`config.mk`:
```
export PLATFORM = sky130hd
export DESIGN_NAME = dual_mic_sound_activated_gate
export DESIGN_NICKNAME = d
export VERILOG_FILES = /design/src/hdl/sagate_pkg.sv /design/src/hdl/dual_mic_sound_activated_gate.sv /design/src/hdl/sagate_core.sv
export VERILOG_INCLUDE_DIRS = /design/src /design/src/hdl
export SDC_FILE = /design/constraint.sdc
export NUM_CORES = 1
export LEC_CHECK = 0
export BUFFER_PORTS_ARGS = -buffer_cell sky130_fd_sc_hd__buf_2
export CAP_MARGIN = 20
export CORE_MARGIN = 10
export CORE_UTILIZATION = 40
export DETAILED_ROUTE_END_ITERATION = 10
export PLACE_DENSITY = 0.62
export RECOVER_POWER = 50
export SKIP_CTS_REPAIR_TIMING = 1
export SLEW_MARGIN = 10
export SYNTH_ARGS = -nofsm -noshare
export SYNTH_HDL_FRONTEND = slang
export SYNTH_HIERARCHICAL = 1
export SYNTH_SLANG_ARGS = --single-unit
```
`constraint.sdc`:
```
create_clock -name aclk -period 6.41 [get_ports aclk]
set_clock_uncertainty 0.15 [all_clocks]
set_input_delay 0.641 -clock aclk [delete_from_list [all_inputs] [get_ports aclk]]
set_output_delay 0.641 -clock aclk [all_outputs]
set_load 0.01 [all_outputs]
```
`src/hdl/dual_mic_sound_activated_gate_macros.svh`:
```
// Assertion helpers for the sound-activated gate.
`ifndef DUAL_MIC_SOUND_ACTIVATED_GATE_MACROS_SVH
`define DUAL_MIC_SOUND_ACTIVATED_GATE_MACROS_SVH

// Same-cycle implication, checked out of reset.
`define SAG_ASSERT_NOW(lbl, ante, cons, msg) \
    lbl: assert property (@(posedge aclk) disable iff (!aresetn) \
        (ante) |-> (cons)) else $error(msg);

// Next-cycle implication, checked out of reset.
`define SAG_ASSERT_NEXT(lbl, ante, cons, msg) \
    lbl: assert property (@(posedge aclk) disable iff (!aresetn) \
        (ante) |=> (cons)) else $error(msg);

`endif

```
`src/hdl/sagate_pkg.sv`:
```
package sagate_pkg;

    localparam int unsigned SAMPLE_W    = 16;
    localparam int unsigned THRESH_W    = 15;
    localparam int unsigned COUNT_W     = 16;
    localparam int unsigned CFG_DATA_W  = 16;

    localparam logic [THRESH_W-1:0] LEVEL_THRESHOLD_RST = 15'd1000;
    localparam logic [COUNT_W-1:0]  SILENCE_LIMIT_RST   = 16'd68;

    // configuration register indexes
    typedef enum logic [0:0] {
        CFG_LEVEL_THRESHOLD = 1'b0,
        CFG_SILENCE_LIMIT   = 1'b1
    } cfg_idx_t;

    // one buffer decision
    typedef struct packed {
        logic               out_channel;
        logic               keep_buffer;
        logic               recording_started;
        logic               recording_stopped;
        logic               flush_pending;
        logic [COUNT_W-1:0] session_number;
        logic               sound_seen;
    } result_t;

    // core status toward the output stage
    typedef struct packed {
        logic    produce;
        result_t res;
    } core_out_t;

endpackage

```
`src/hdl/dual_mic_sound_activated_gate.sv`:
```
// Sound-activated recording gate for two microphones.
// Input channel (s_valid/s_ready): one sample word per cycle while s_ready is
// high, tagged with its channel, a buffer-end mark and a stop request (looked
// at on buffer end only). Result channel (m_valid/m_ready): one decision word
// per buffer end, none for other samples. A decision is registered: it goes
// into the result register, or into the skid register if the result is held.
// Throughput: one sample per cycle while s_ready is high. The decision and all
// state updates are combinational, from the sample and per-channel state regs.
// A two-entry output stage (result register plus skid register) keeps the
// input open while one decision waits; s_ready drops only when both are full,
// i.e. after the receiver has stalled with two decisions pending.
// Configuration: cfg_we writes cfg_wdata to register cfg_addr (0: level
// threshold, 1: silence limit); write only while idle.
// Reset (aresetn, synchronous, active low) clears all channel state, empties
// the output stage and restores threshold 1000 and silence limit 68.
`include "dual_mic_sound_activated_gate_macros.svh"

module dual_mic_sound_activated_gate (
    input  logic                                   aclk,
    input  logic                                   aresetn,
    input  logic                                   cfg_we,
    input  logic [0:0]                             cfg_addr,
    input  logic [sagate_pkg::CFG_DATA_W-1:0]      cfg_wdata,
    input  logic                                   s_valid,
    output logic                                   s_ready,
    input  logic                                   s_channel,
    input  logic signed [sagate_pkg::SAMPLE_W-1:0] s_sample,
    input  logic                                   s_buffer_end,
    input  logic                                   s_stop_request,
    output logic                                   m_valid,
    input  logic                                   m_ready,
    output logic                                   m_out_channel,
    output logic                                   m_keep_buffer,
    output logic                                   m_recording_started,
    output logic                                   m_recording_stopped,
    output logic                                   m_flush_pending,
    output logic [sagate_pkg::COUNT_W-1:0]         m_session_number,
    output logic                                   m_sound_seen
);
    import sagate_pkg::*;

    logic [THRESH_W-1:0] level_threshold_reg;
    logic [COUNT_W-1:0]  silence_limit_reg;
    logic                accept;
    logic                take;
    core_out_t           core_out;
    result_t             out_reg;
    result_t             skid_reg;
    logic                m_valid_reg;
    logic                skid_valid_reg;

    assign s_ready = !skid_valid_reg;
    assign accept  = s_valid && s_ready;
    assign take    = m_valid_reg && m_ready;

    // configuration registers
    always_ff @(posedge aclk) begin
        if (!aresetn) begin
            level_threshold_reg <= LEVEL_THRESHOLD_RST;
            silence_limit_reg   <= SILENCE_LIMIT_RST;
        end else if (cfg_we) begin
            case (cfg_idx_t'(cfg_addr))
                CFG_LEVEL_THRESHOLD: level_threshold_reg <= cfg_wdata[THRESH_W-1:0];
                CFG_SILENCE_LIMIT:   silence_limit_reg   <= cfg_wdata[COUNT_W-1:0];
                default: ;
            endcase
        end
    end

    sagate_core u_core (
        .aclk            (aclk),
        .aresetn         (aresetn),
        .accept          (accept),
        .channel         (s_channel),
        .sample          (s_sample),
        .buffer_end      (s_buffer_end),
        .stop_request    (s_stop_request),
        .level_threshold (level_threshold_reg),
        .silence_limit   (silence_limit_reg),
        .core_out        (core_out)
    );

    // output control: result register backed by a skid register
    always_ff @(posedge aclk) begin
        if (!aresetn) begin
            m_valid_reg    <= 1'b0;
            skid_valid_reg <= 1'b0;
        end else if (skid_valid_reg) begin
            if (take) begin
                m_valid_reg    <= 1'b1;
                skid_valid_reg <= 1'b0;
            end
        end else if (core_out.produce) begin
            if (!m_valid_reg || take) begin
                m_valid_reg <= 1'b1;
            end else begin
                skid_valid_reg <= 1'b1;
            end
        end else if (take) begin
            m_valid_reg <= 1'b0;
        end
    end

    // output payload
    always_ff @(posedge aclk) begin
        if (skid_valid_reg) begin
            if (take) begin
                out_reg <= skid_reg;
            end
        end else if (core_out.produce) begin
            if (!m_valid_reg || take) begin
                out_reg <= core_out.res;
            end else begin
                skid_reg <= core_out.res;
            end
        end
    end

    assign m_valid             = m_valid_reg;
    assign m_out_channel       = out_reg.out_channel;
    assign m_keep_buffer       = out_reg.keep_buffer;
    assign m_recording_started = out_reg.recording_started;
    assign m_recording_stopped = out_reg.recording_stopped;
    assign m_flush_pending     = out_reg.flush_pending;
    assign m_session_number    = out_reg.session_number;
    assign m_sound_seen        = out_reg.sound_seen;

    // checks
    `SAG_ASSERT_NOW(a_skid_behind_out, skid_valid_reg, m_valid_reg, "skid full with output empty")
    `SAG_ASSERT_NEXT(a_end_gives_word, accept && s_buffer_end, m_valid_reg, "buffer end lost")
    `SAG_ASSERT_NOW(a_flush_on_stop, m_valid_reg, m_flush_pending == m_recording_stopped, "flush differs from stop")
    `SAG_ASSERT_NOW(a_start_kept, m_valid_reg && m_recording_started, m_keep_buffer && m_sound_seen, "started buffer not kept")

endmodule

```
`src/hdl/sagate_core.sv`:
```
module sagate_core (
    input  logic                           aclk,
    input  logic                           aresetn,
    input  logic                           accept,
    input  logic                           channel,
    input  logic signed [sagate_pkg::SAMPLE_W-1:0] sample,
    input  logic                           buffer_end,
    input  logic                           stop_request,
    input  logic [sagate_pkg::THRESH_W-1:0] level_threshold,
    input  logic [sagate_pkg::COUNT_W-1:0]  silence_limit,
    output sagate_pkg::core_out_t          core_out
);
    import sagate_pkg::*;

    logic [1:0]               above_seen_reg, above_seen_next;
    logic [1:0]               recording_reg, recording_next;
    logic [1:0]               ready_reg, ready_next;
    logic                     global_reg, global_next;
    logic [COUNT_W-1:0]       silence_reg [2];
    logic [COUNT_W-1:0]       silence_next [2];
    logic [COUNT_W-1:0]       session_reg [2];
    logic [COUNT_W-1:0]       session_next [2];

    logic [SAMPLE_W:0]        mag;
    logic                     above_now;
    logic                     above;
    logic                     trig;
    logic                     close;
    logic [COUNT_W-1:0]       sil;

    // sample magnitude; the most negative value gives 32768
    assign mag = sample[SAMPLE_W-1]
                 ? ((SAMPLE_W+1)'(1) << SAMPLE_W) - {1'b0, sample}
                 : {1'b0, sample};
    assign above_now = mag > {2'b00, level_threshold};

    // per-sample level tracking, per-buffer decision and state update
    always_comb begin
        above_seen_next = above_seen_reg;
        recording_next  = recording_reg;
        ready_next      = ready_reg;
        global_next     = global_reg;
        silence_next    = silence_reg;
        session_next    = session_reg;
        above           = above_seen_reg[channel] | above_now;
        trig            = 1'b0;
        close           = 1'b0;
        sil             = silence_reg[channel];
        core_out        = '0;
        core_out.res.out_channel = channel;

        if (accept) begin
            if (!buffer_end) begin
                above_seen_next[channel] = above;
            end else begin
                above_seen_next[channel] = 1'b0;
                core_out.produce         = 1'b1;
                core_out.res.sound_seen  = above;
                trig = !recording_reg[channel] && above;
                if (trig) begin
                    ready_next[channel] = 1'b1;
                end
                if (trig && !(ready_next[0] && ready_next[1])) begin
                    // other channel not ready yet: drop this buffer
                    core_out.res.session_number = session_reg[channel];
                end else begin
                    if (trig) begin
                        global_next            = 1'b1;
                        recording_next[channel] = 1'b1;
                        session_next[channel]  = session_reg[channel] + 1'b1;
                        core_out.res.recording_started = 1'b1;
                    end
                    core_out.res.keep_buffer = global_next;
                    // silence tracking, saturating
                    if (!above) begin
                        if (!trig && sil != '1) begin
                            sil = sil + 1'b1;
                        end else if (trig) begin
                            sil = COUNT_W'(1);
                        end
                        if (recording_next[channel] && sil > silence_limit) begin
                            close = 1'b1;
                        end
                    end else begin
                        sil = '0;
                    end
                    silence_next[channel] = sil;
                    if (stop_request && recording_next[channel]) begin
                        close = 1'b1;
                    end
                    if (close) begin
                        recording_next[channel] = 1'b0;
                        ready_next  = 2'b00;
                        global_next = 1'b0;
                    end
                    core_out.res.recording_stopped = close;
                    core_out.res.flush_pending     = close;
                    core_out.res.session_number    = session_next[channel];
                end
            end
        end
    end

    // state registers
    always_ff @(posedge aclk) begin
        if (!aresetn) begin
            above_seen_reg <= '0;
            recording_reg  <= '0;
            ready_reg      <= '0;
            global_reg     <= 1'b0;
            silence_reg    <= '{default: '0};
            session_reg    <= '{default: '0};
        end else begin
            above_seen_reg <= above_seen_next;
            recording_reg  <= recording_next;
            ready_reg      <= ready_next;
            global_reg     <= global_next;
            silence_reg    <= silence_next;
            session_reg    <= session_next;
        end
    end

endmodule

```
==> flow_metrics.py, run 1 <==
metrics = {
    "route": {
        "avgViaCountPerCell": 5.436,
        "dr.pass1.iters": 5,
        "drt_iter0_markers": 461,
        "wl_per_cell_um": 16.82,
        "ant_nets": 0,
        "drc_errors": 0,
        "drt_wl_total_um": 21800,
        "vias": 7045,
    },
    "floorplanning": {
        "die_w_um": 168.0,
        "coreArea_um2": 21690,
        "std_cell_rows": 54,
        "die-height_um": 168.0,
        "die_area_um2": 28230,
        "io_pins": 65,
        "start_util_pct": 40.41,
    },
    "critical_path": {
        "critPathCapture": "m_recording_stopped",
        "r2r-end": "m_recording_stopped",
        "crit_path_end_kind": "flip-flop",
        "path_class": "primary input to flip-flop",
        "startpoint": "s_sample[6]",
        "ff2ff_path_depth": 18,
        "startpoint_type": "primary input",
        "crit_required_ns": 6.44,
        "arrival_ns": 6.07,
        "cp_max_fo": 11,
        "rrSetupSlack_ns": 1.59,
        "r2r_start": "level_threshold_reg[4]",
    },
    "logic_synthesis": {
        "yosys_most_used_dff": "dfxtp_1",
        "syn_nets": 1029,
        "ys_ff_latch": 148,
        "async_flop_share_pct": 0,
        "yosys_warnings": 6,
        "ys_seq_area_share_pct": 38.83,
        "synth_cells": 954,
        "syn-cell-area_um2": 8765,
        "postSynthAreaPerCell_um2": 9.187,
        "ys_types": 68,
        "synth_edf_count": 44,
    },
    "status": {
        "status": "finished with violations",
        "violations": "max-capacitance violations, max-slew violations",
    },
    "global_route": {
        "grt_pass1_wl_um": 35670,
        "grt_usage_pct": 15.19,
        "grt_pass1_vias": 6877,
        "antenna_found_initial": 0,
        "grt_max_degree": 95,
        "gr-total-overflow": 0,
    },
    "sta": {
        "max-slew-margin-rel_pct": -153.7,
        "max_freq_mhz": 165.5,
        "post-route-period-util_pct": 94.26,
        "setup_viol": 0,
        "worst_pin_slew_ns": 3.805,
        "hold_viol": 0,
        "period_needed_ns": 6.042,
        "finalSetupTns_ns": 0,
        "grt_setup_unrepaired": "false",
        "setup_ws_ns": 0.3681,
        "slew_viol_final": 111,
    },
    "placement": {
        "place_inst": 1263,
        "dpl-instance-area_um2": 9313,
        "dpl.hpwl_um": 15640,
        "io_buffers": 64,
        "post-place-ws_ns": -0.07486,
        "finalWeightedCongestion": 0.8721,
    },
    "pwr": {
        "power.density_nw_per_um2": 231.1,
        "pwr-share-comb_pct": 13.3,
        "sw_frac_of_total_pct": 29.33,
        "irDropWorstVdd_mv": 0.1976,
        "clkPwrFrac_pct": 43.0,
        "p_leak_nw": 3.758,
        "seqPwrFrac_pct": 43.7,
        "p_switching_uw": 667.9,
        "internal_power_mw": 1.609,
    },
    "clock_network": {
        "clock_path_buffers": 2,
        "cts_tree": "yes",
        "htree_num_levels": 4,
        "clkTransAtPathRegs_ns": 0.07,
        "cts_root_buffer": "clkbuf_16",
        "clk_latency_ns": 0.43,
        "cts_buffers": 17,
        "cts_sinks": 148,
    },
    "layout": {
        "fin_util_pct": 45.43,
        "layout_common_cells": "dfxtp_1, nand2_1, mux2i_1",
        "drive_gt1_share_pct": 14.17,
        "final_common_cell": "dfxtp_1",
        "fin_nets": 1078,
        "syn_to_final_growth_pct": 12.42,
        "fin_area_um2": 9853,
        "diodes": 0,
        "layout.cells.non_filler": 1296,
    },
    "min_path": {
        "min_path_type": "primary input to flip-flop",
    },
    "job": {
        "maxCapViolCount": 2,
    },
}
## power by group through the flow
stage / combinational, mW / sequential, mW / clock [mW]
after floorplan: 0.206 / 1.02 / 0
after global placement: 0.299 / 1.02 / 0
after detailed placement: 0.301 / 1.02 / 0
after global routing: 0.334 / 0.999 / 1.03
final: 0.302 / 0.996 / 0.979
after CTS: 0.303 / 0.996 / 1.00
## worst min-delay path by stage
stage                                        from                      end  slack, ns  depth (start not counted)
after CTS                                 m_ready           skid_valid_reg       0.25                          2
after detailed placement  level_threshold_reg[11]  level_threshold_reg[11]       0.30                          2
after floorplan           level_threshold_reg[10]  level_threshold_reg[10]       0.28                          2
after global routing                      m_ready           skid_valid_reg       0.28                          2
final                                     m_ready           skid_valid_reg       0.27                          2
after global placement     level_threshold_reg[4]   level_threshold_reg[4]       0.29                          2
## cell families (layout without fill, tap and decap cells)
kind of cell | after synthesis | after routing | share of synthesized area, %
simple gates | 330 | 330 | 19.74
compound gates | 187 | 187 | 14.28
flops | 148 | 148 | 38.83
buf+inv | 104 | 166 | 5.325
mux | 96 | 96 | 11.48
xor+xnor | 55 | 55 | 5.496
fa+ha+maj | 34 | 34 | 4.854
## through the flow
stage	hold WS, ns	power (mW)
after floorplan	0.2847	1.224
after global placement	0.2929	1.314
after detailed placement	0.2984	1.318
after CTS	0.2524	2.299
after global routing	0.2826	2.367
final	0.2706	2.277
## area by class of cell
class / instances / area, um^2
Clock inverter: 15 / 156.4
Tap cell: 280 / 350.3
Multi-Input combinational cell: 702 / 4896
Sequential cell: 148 / 3403
Clock buffer: 17 / 425.4
Inverter: 50 / 187.7
Fill cell: 2125 / 11840
Timing Repair Buffer: 84 / 434.2
## routing by layer
| layer | vias to the layer above | GRT usage (%) | routed length, um |
|---|---|---|---|
| met5 | - | 0 | 0 |
| met4 | 0 | 4.126 | 254 |
| met3 | 20 | 3.492 | 991 |
| met2 | 137 | 24.28 | 10050 |
| met1 | 3358 | 20.11 | 10500 |
| li1 | 3530 | - | - |
## cell usage after synthesis, types with 3 or more instances
cell type  number  area share (%)
dfxtp_1       104              24
nand2_1        93             4.0
mux2i_1        60             6.9
o21ai_0        58             3.3
inv_1          49             2.1
nand3_1        48             2.7
edfxtp_1       44              15
nor2_1         37             1.6
mux2_2         36             4.6
xnor2_1        36             3.6
ha_1           34             4.9
nor3_1         27             1.5
clkbuf_1       24             1.0
a21oi_1        23             1.3
nor2b_1        19             1.4
xor2_1         19             1.9
a21boi_0       16             1.4
buf_2          16            0.91
nand2b_1       16             1.1
nand3b_1       16             1.4
nand4_1        14             1.0
or3_1          14             1.0
and2_1         12            0.86
a211oi_1       10            0.86
a21o_1         10            0.86
o22ai_1        10            0.71
o31ai_1         9            0.77
o211ai_1        8            0.69
and3_1          7            0.50
nor4_1          7            0.50
buf_4           6            0.51
o221a_2         5            0.64
or4_1           5            0.43
a31oi_1         4            0.29
buf_1           4            0.17
o21a_1          4            0.34
o31a_1          4            0.40
a211o_1         3            0.30
a22o_1          3            0.30
a31o_2          3            0.30
buf_6           3            0.39
## worst max-delay path, cell delays in order
cell and delay [ns]:
buf_2 0.11, or4_4 0.54, or4b_4 0.53, o21ai_0 0.23, xnor2_1 0.09, ha_1 0.29
nand2_1 0.05, o21a_1 0.22, nor3b_1 0.18, a221o_1 0.32, a21oi_1 0.73, nor2_1 0.13
ha_1 0.35, nand4_1 0.10, or2_2 0.30, nor4_1 0.28, a21oi_1 0.07, a31o_2 0.24
o221a_2 0.13, inv_1 0.13, nor2_1 0.11, mux2_2 0.28
No activity file was read; power rests on OpenSTA's default activity.
==> run 2: changes to the inputs <==
==> constraint.sdc (replaced) <==
create_clock -name aclk -period 6.41 [get_ports aclk]
set_clock_uncertainty 0.15 [all_clocks]
set_input_delay 0 -clock aclk [delete_from_list [all_inputs] [get_ports aclk]]
set_output_delay 0 -clock aclk [all_outputs]
set_load 0.01 [all_outputs]
==> flow_metrics.py, run 2 (same netlist as run 1, synthesis figures left out) <==
metrics = {
    "route": {
        "drt_wl_total_um": 22300,
        "wl_per_cell_um": 16.94,
        "dr.pass1.iters": 5,
        "vias": 7146,
        "drc_errors": 0,
        "avgViaCountPerCell": 5.426,
        "ant_nets": 0,
        "drt_iter0_markers": 452,
    },
    "layout": {
        "drive_gt1_share_pct": 13.40,
        "fin_area_um2": 10110,
        "layout_common_cells": "dfxtp_1, nand2_1, mux2i_1",
        "diodes": 0,
        "fin_util_pct": 46.61,
        "syn_to_final_growth_pct": 15.33,
        "fin_nets": 1099,
        "final_common_cell": "dfxtp_1",
        "fillCellCount": 2103,
    },
    "floorplanning": {
        "std_cell_rows": 54,
        "die-height_um": 168.0,
        "start_util_pct": 40.41,
        "io_pins": 65,
        "coreArea_um2": 21690,
        "die_w_um": 168.0,
        "die_area_um2": 28230,
    },
    "min_path": {
        "hold_path_end": "u_core/above_seen_reg[1]",
        "hp-start": "s_valid",
        "hold_depth": 5,
        "min_path_type": "primary input to flip-flop",
    },
    "clock_network": {
        "cts_root_buffer": "clkbuf_16",
        "clock_path_buffers": 2,
        "cts_sinks": 148,
        "clkTransAtPathRegs_ns": 0.07,
        "cts_buffers": 17,
        "clk_latency_ns": 0.43,
        "cts_tree": "yes",
        "htree_num_levels": 4,
    },
    "critical_path": {
        "arrival_ns": 5.77,
        "r2r-end": "m_flush_pending",
        "crit_path_end_kind": "flip-flop",
        "path_class": "primary input to flip-flop",
        "ff2ff_path_depth": 19,
        "r2r_start": "level_threshold_reg[4]",
        "startpoint_type": "primary input",
        "rrSetupSlack_ns": 1.32,
        "cp_max_fo": 11,
        "crit_required_ns": 6.44,
    },
    "global_route": {
        "grt_pass1_wl_um": 36200,
        "grt_pass1_vias": 6986,
        "gr-total-overflow": 0,
        "grt_usage_pct": 15.43,
        "grt_max_degree": 80,
        "antenna_found_initial": 0,
    },
    "pwr": {
        "p_switching_uw": 665.1,
        "power.density_nw_per_um2": 232.9,
        "finalPower_mw": 2.354,
        "pwr-share-comb_pct": 13.4,
        "p_leak_nw": 3.851,
        "seqPwrFrac_pct": 42.3,
        "clkPwrFrac_pct": 44.3,
        "internal_power_mw": 1.689,
        "irDropWorstVdd_mv": 0.1881,
        "sw_frac_of_total_pct": 28.26,
    },
    "placement": {
        "dpl.hpwl_um": 15470,
        "post-place-ws_ns": 0.3066,
        "io_buffers": 64,
        "dpl-instance-area_um2": 9268,
        "finalWeightedCongestion": 0.8578,
    },
    "sta": {
        "hold_viol": 2,
        "worst_pin_slew_ns": 3.189,
        "setup_ws_ns": 0.6714,
        "post-route-period-util_pct": 89.53,
        "grt_setup_unrepaired": "false",
        "setup_viol": 0,
        "max_freq_mhz": 174.3,
        "max-slew-margin-rel_pct": -112.6,
        "slew_viol_final": 174,
        "fin_hold_ws_ns": -0.02825,
        "finalSetupTns_ns": 0,
        "period_needed_ns": 5.739,
    },
    "job": {
        "maxCapViolCount": 3,
    },
    "status": {
        "violations": "negative hold slack, max-capacitance violations, max-slew violations",
        "status": "finished with violations",
    },
}
[run 2: final cells by class]
type / instances / area, um^2 / area share, %
clock buffers: 17 / 425.4 / 4.208
clock inverters: 15 / 182.7 / 1.807
inverters: 50 / 187.7 / 1.857
multi-input cells: 702 / 4906 / 48.53
flip-flops and latches: 148 / 3403 / 33.67
well taps: 280 / 350.3 / 3.466
repair buffers: 105 / 653.1 / 6.461
[run 2: per-stage QoR]
| step | hold WS, ns | cells |
|---|---|---|
| after global routing | 0.004426 | 1317 |
| after CTS | -0.3734 | 1289 |
| after detailed placement | 0.08102 | 1257 |
| after global placement | 0.07695 | 1256 |
| after floorplan | -0.05003 | 954 |
| final | -0.02825 | 1317 |
[run 2: worst max-delay path by stage]
stage / from / cells past startpoint / to / slack [ns]
floorplan: s_sample[6] / 22 / m_recording_stopped / 0.81
global placement: s_sample[6] / 22 / m_recording_stopped / 0.27
detailed placement: s_sample[6] / 24 / m_recording_stopped / 0.31
CTS: s_sample[6] / 24 / m_flush_pending / 0.74
global route: s_sample[6] / 24 / m_flush_pending / 0.29
finish: s_sample[6] / 24 / m_flush_pending / 0.67
[run 2: power by group through the flow]
stage	logic, mW	registers, mW	clock network (mW)
2_1_floorplan	0.206	1.02	0
3_3_place_gp	0.295	1.02	0
3_5_place_dp	0.300	1.02	0
4_1_cts	0.302	0.995	1.06
5_1_grt	0.345	0.998	1.10
6_report	0.315	0.996	1.04
[run 2: metal layers]
layer  share of wire (%)  GRT usage, %  vias to the layer above  wire, um
met5                   0             0                        -         0
met4                 1.1         4.693                        0       239
met3                 4.7         3.236                       19      1041
met2                  47         25.34                      158     10580
met1                  47         19.88                     3391     10440
li1                    -             -                     3578         -
[run 2: worst max-delay path, cell delays in order]
cell	delay, ns
buf_2	0.11
or4_4	0.55
nand2b_1	0.18
o31ai_1	0.41
nand2_1	0.12
xor2_1	0.16
ha_1	0.31
nand2_1	0.07
o21a_1	0.22
nor3b_1	0.17
a221o_1	0.41
a21oi_1	0.72
buf_4	0.28
nor2_1	0.06
ha_1	0.30
nand4_1	0.08
or2_2	0.29
nor4_1	0.34
a21oi_1	0.07
a31o_2	0.25
o221a_2	0.12
inv_1	0.14
nor2_1	0.10
mux2_2	0.28
==> run 3: changes to the inputs <==
Settings changed: CTS_BUF_LIST set to sky130_fd_sc_hd__clkbuf_8.
Clock period 6.41 ns to 4.9 ns, I/O delays scaled along.
==> flow_metrics.py, run 3 (same netlist as run 1, synthesis figures left out) <==
metrics = {
    "sta": {
        "max-slew-margin-rel_pct": -77.82,
        "hold_viol": 0,
        "slew_viol_final": 65,
        "grt_setup_unrepaired": "false",
        "finalSetupTns_ns": 0,
        "setup_viol": 0,
        "period_needed_ns": 4.654,
        "setup_ws_ns": 0.2462,
        "fin_hold_ws_ns": 0.1238,
        "max_freq_mhz": 214.9,
        "post-route-period-util_pct": 94.98,
        "worst_pin_slew_ns": 2.667,
    },
    "min_path": {
        "hold_path_end": "skid_valid_reg",
        "min_path_type": "primary input to flip-flop",
        "hp-start": "m_ready",
        "hold_depth": 3,
    },
    "layout": {
        "diodes": 0,
        "final_common_cell": "dfxtp_1",
        "layout_common_cells": "dfxtp_1, nand2_1, mux2i_1",
        "syn_to_final_growth_pct": 16.93,
        "drive_gt1_share_pct": 17.33,
        "layout.cells.non_filler": 1353,
        "fin_area_um2": 10250,
        "fin_nets": 1135,
        "fin_util_pct": 47.25,
    },
    "critical_path": {
        "arrival_ns": 4.72,
        "r2r-end": "m_flush_pending",
        "cp_max_fo": 5,
        "crit_path_top_delay_cell": "or4_4",
        "rrSetupSlack_ns": 0.43,
        "ff2ff_path_depth": 20,
        "slowest_delay_ns": 0.54,
        "r2r_start": "u_core/silence_reg[0]",
        "crit_path_end_kind": "flip-flop",
        "crit_family": "simple AND/OR/NAND/NOR gates",
        "crit_required_ns": 4.97,
        "critPathBufInv": 3,
        "startpoint_type": "primary input",
        "cp_cell_sequence": "buf_2 -> or4_4 -> or4b_4 -> o41ai_2 -> xnor2_1 -> ha_1 -> nand4_1 -> or4_4 -> a211oi_4 -> a21oi_2 -> buf_4 -> nor2_1 -> ha_1 -> nor2b_1 -> o21ai_0 -> nand2b_1 -> a21oi_1 -> o31ai_1 -> o221a_2 -> inv_2 -> nor2_1 -> mux2_2",
        "path_class": "primary input to flip-flop",
    },
    "route": {
        "avgViaCountPerCell": 5.352,
        "ant_nets": 0,
        "drt_wl_total_um": 23010,
        "wl_per_cell_um": 17.01,
        "vias": 7241,
        "drt_iter0_markers": 648,
        "drc_errors": 0,
        "dr.pass1.iters": 5,
    },
    "clock_network": {
        "clock_path_buffers": 2,
        "cts_sinks": 148,
        "clkTransAtPathRegs_ns": 0.09,
        "htree_num_levels": 4,
        "cts_buffers": 17,
        "cts_tree": "yes",
        "cts_root_buffer": "clkbuf_8",
        "clk_latency_ns": 0.47,
    },
    "floorplanning": {
        "die-height_um": 168.0,
        "die_area_um2": 28230,
        "std_cell_rows": 54,
        "die_w_um": 168.0,
        "start_util_pct": 40.41,
        "io_pins": 65,
        "coreArea_um2": 21690,
    },
    "job": {
        "maxCapViolCount": 1,
    },
    "placement": {
        "io_buffers": 64,
        "finalWeightedCongestion": 0.8807,
        "place_inst": 1294,
        "dpl.hpwl_um": 16270,
        "post-place-ws_ns": -0.2134,
        "dpl-instance-area_um2": 9627,
    },
    "global_route": {
        "grt_max_degree": 65,
        "grt_pass1_wl_um": 36470,
        "gr-total-overflow": 0,
        "antenna_found_initial": 0,
        "grt_pass1_vias": 6877,
        "grt_usage_pct": 15.69,
    },
    "pwr": {
        "finalPower_mw": 2.741,
        "p_leak_nw": 3.939,
        "power.density_nw_per_um2": 267.5,
        "irDropWorstVdd_mv": 0.2188,
    },
    "status": {
        "status": "finished with violations",
        "violations": "max-capacitance violations, max-slew violations",
    },
}
-- run 3: changes by cell type in the layout (fill, tap and decap cells not counted), moves of 3 or more --
cell,previous run,this run
clkbuf_16,17,0
clkbuf_8,0,17
and2_1,9,12
and2_0,3,0
clkinv_4,0,3
buf_4,9,42
-- run 3: worst max-delay path by stage --
stage,startpoint,end,slack (ns),depth (start not counted)
final,s_sample[6],m_flush_pending,0.25,22
after global routing,s_sample[6],m_recording_stopped,0.01,22
after CTS,s_sample[6],m_flush_pending,0.28,21
after detailed placement,s_sample[6],m_flush_pending,-0.21,21
after global placement,s_sample[6],m_recording_stopped,-0.17,21
after floorplan,s_sample[6],m_recording_stopped,-0.10,24
-- run 3: metal layers --
metal / vias up / wire, um / global-route usage, %
li1: 3645 / - / -
met1: 3457 / 11110 / 20.92
met2: 114 / 10740 / 25.22
met3: 25 / 825 / 2.934
met4: 0 / 336 / 4.693
met5: - / 0 / 0
-- run 3: layout make-up --
type	count	area, um^2
clock buffers	17	234.0
clock inverters	15	163.9
fillers	2081	11440
inverters	50	187.7
multi-input cells	703	4981
flip-flops and latches	148	3403
well taps	280	350.3
repair buffers	140	928.4
-- run 3: power by group --
group | total, mW | leakage [nW] | internal (mW) | switching [mW]
Clock | 0.956 | 0.192 | 0.423 | 0.533
Combinational | 0.483 | 2.46 | 0.197 | 0.286
Sequential | 1.30 | 1.28 | 1.29 | 0.0150
Total | 2.74 | 3.94 | 1.91 | 0.834
-- run 3: worst min-delay path, delay by kind of cell --
kind                   cells  cell delay [ns]
AO/OA/AOI/OAI              1             0.07
buffers and inverters      2             0.62
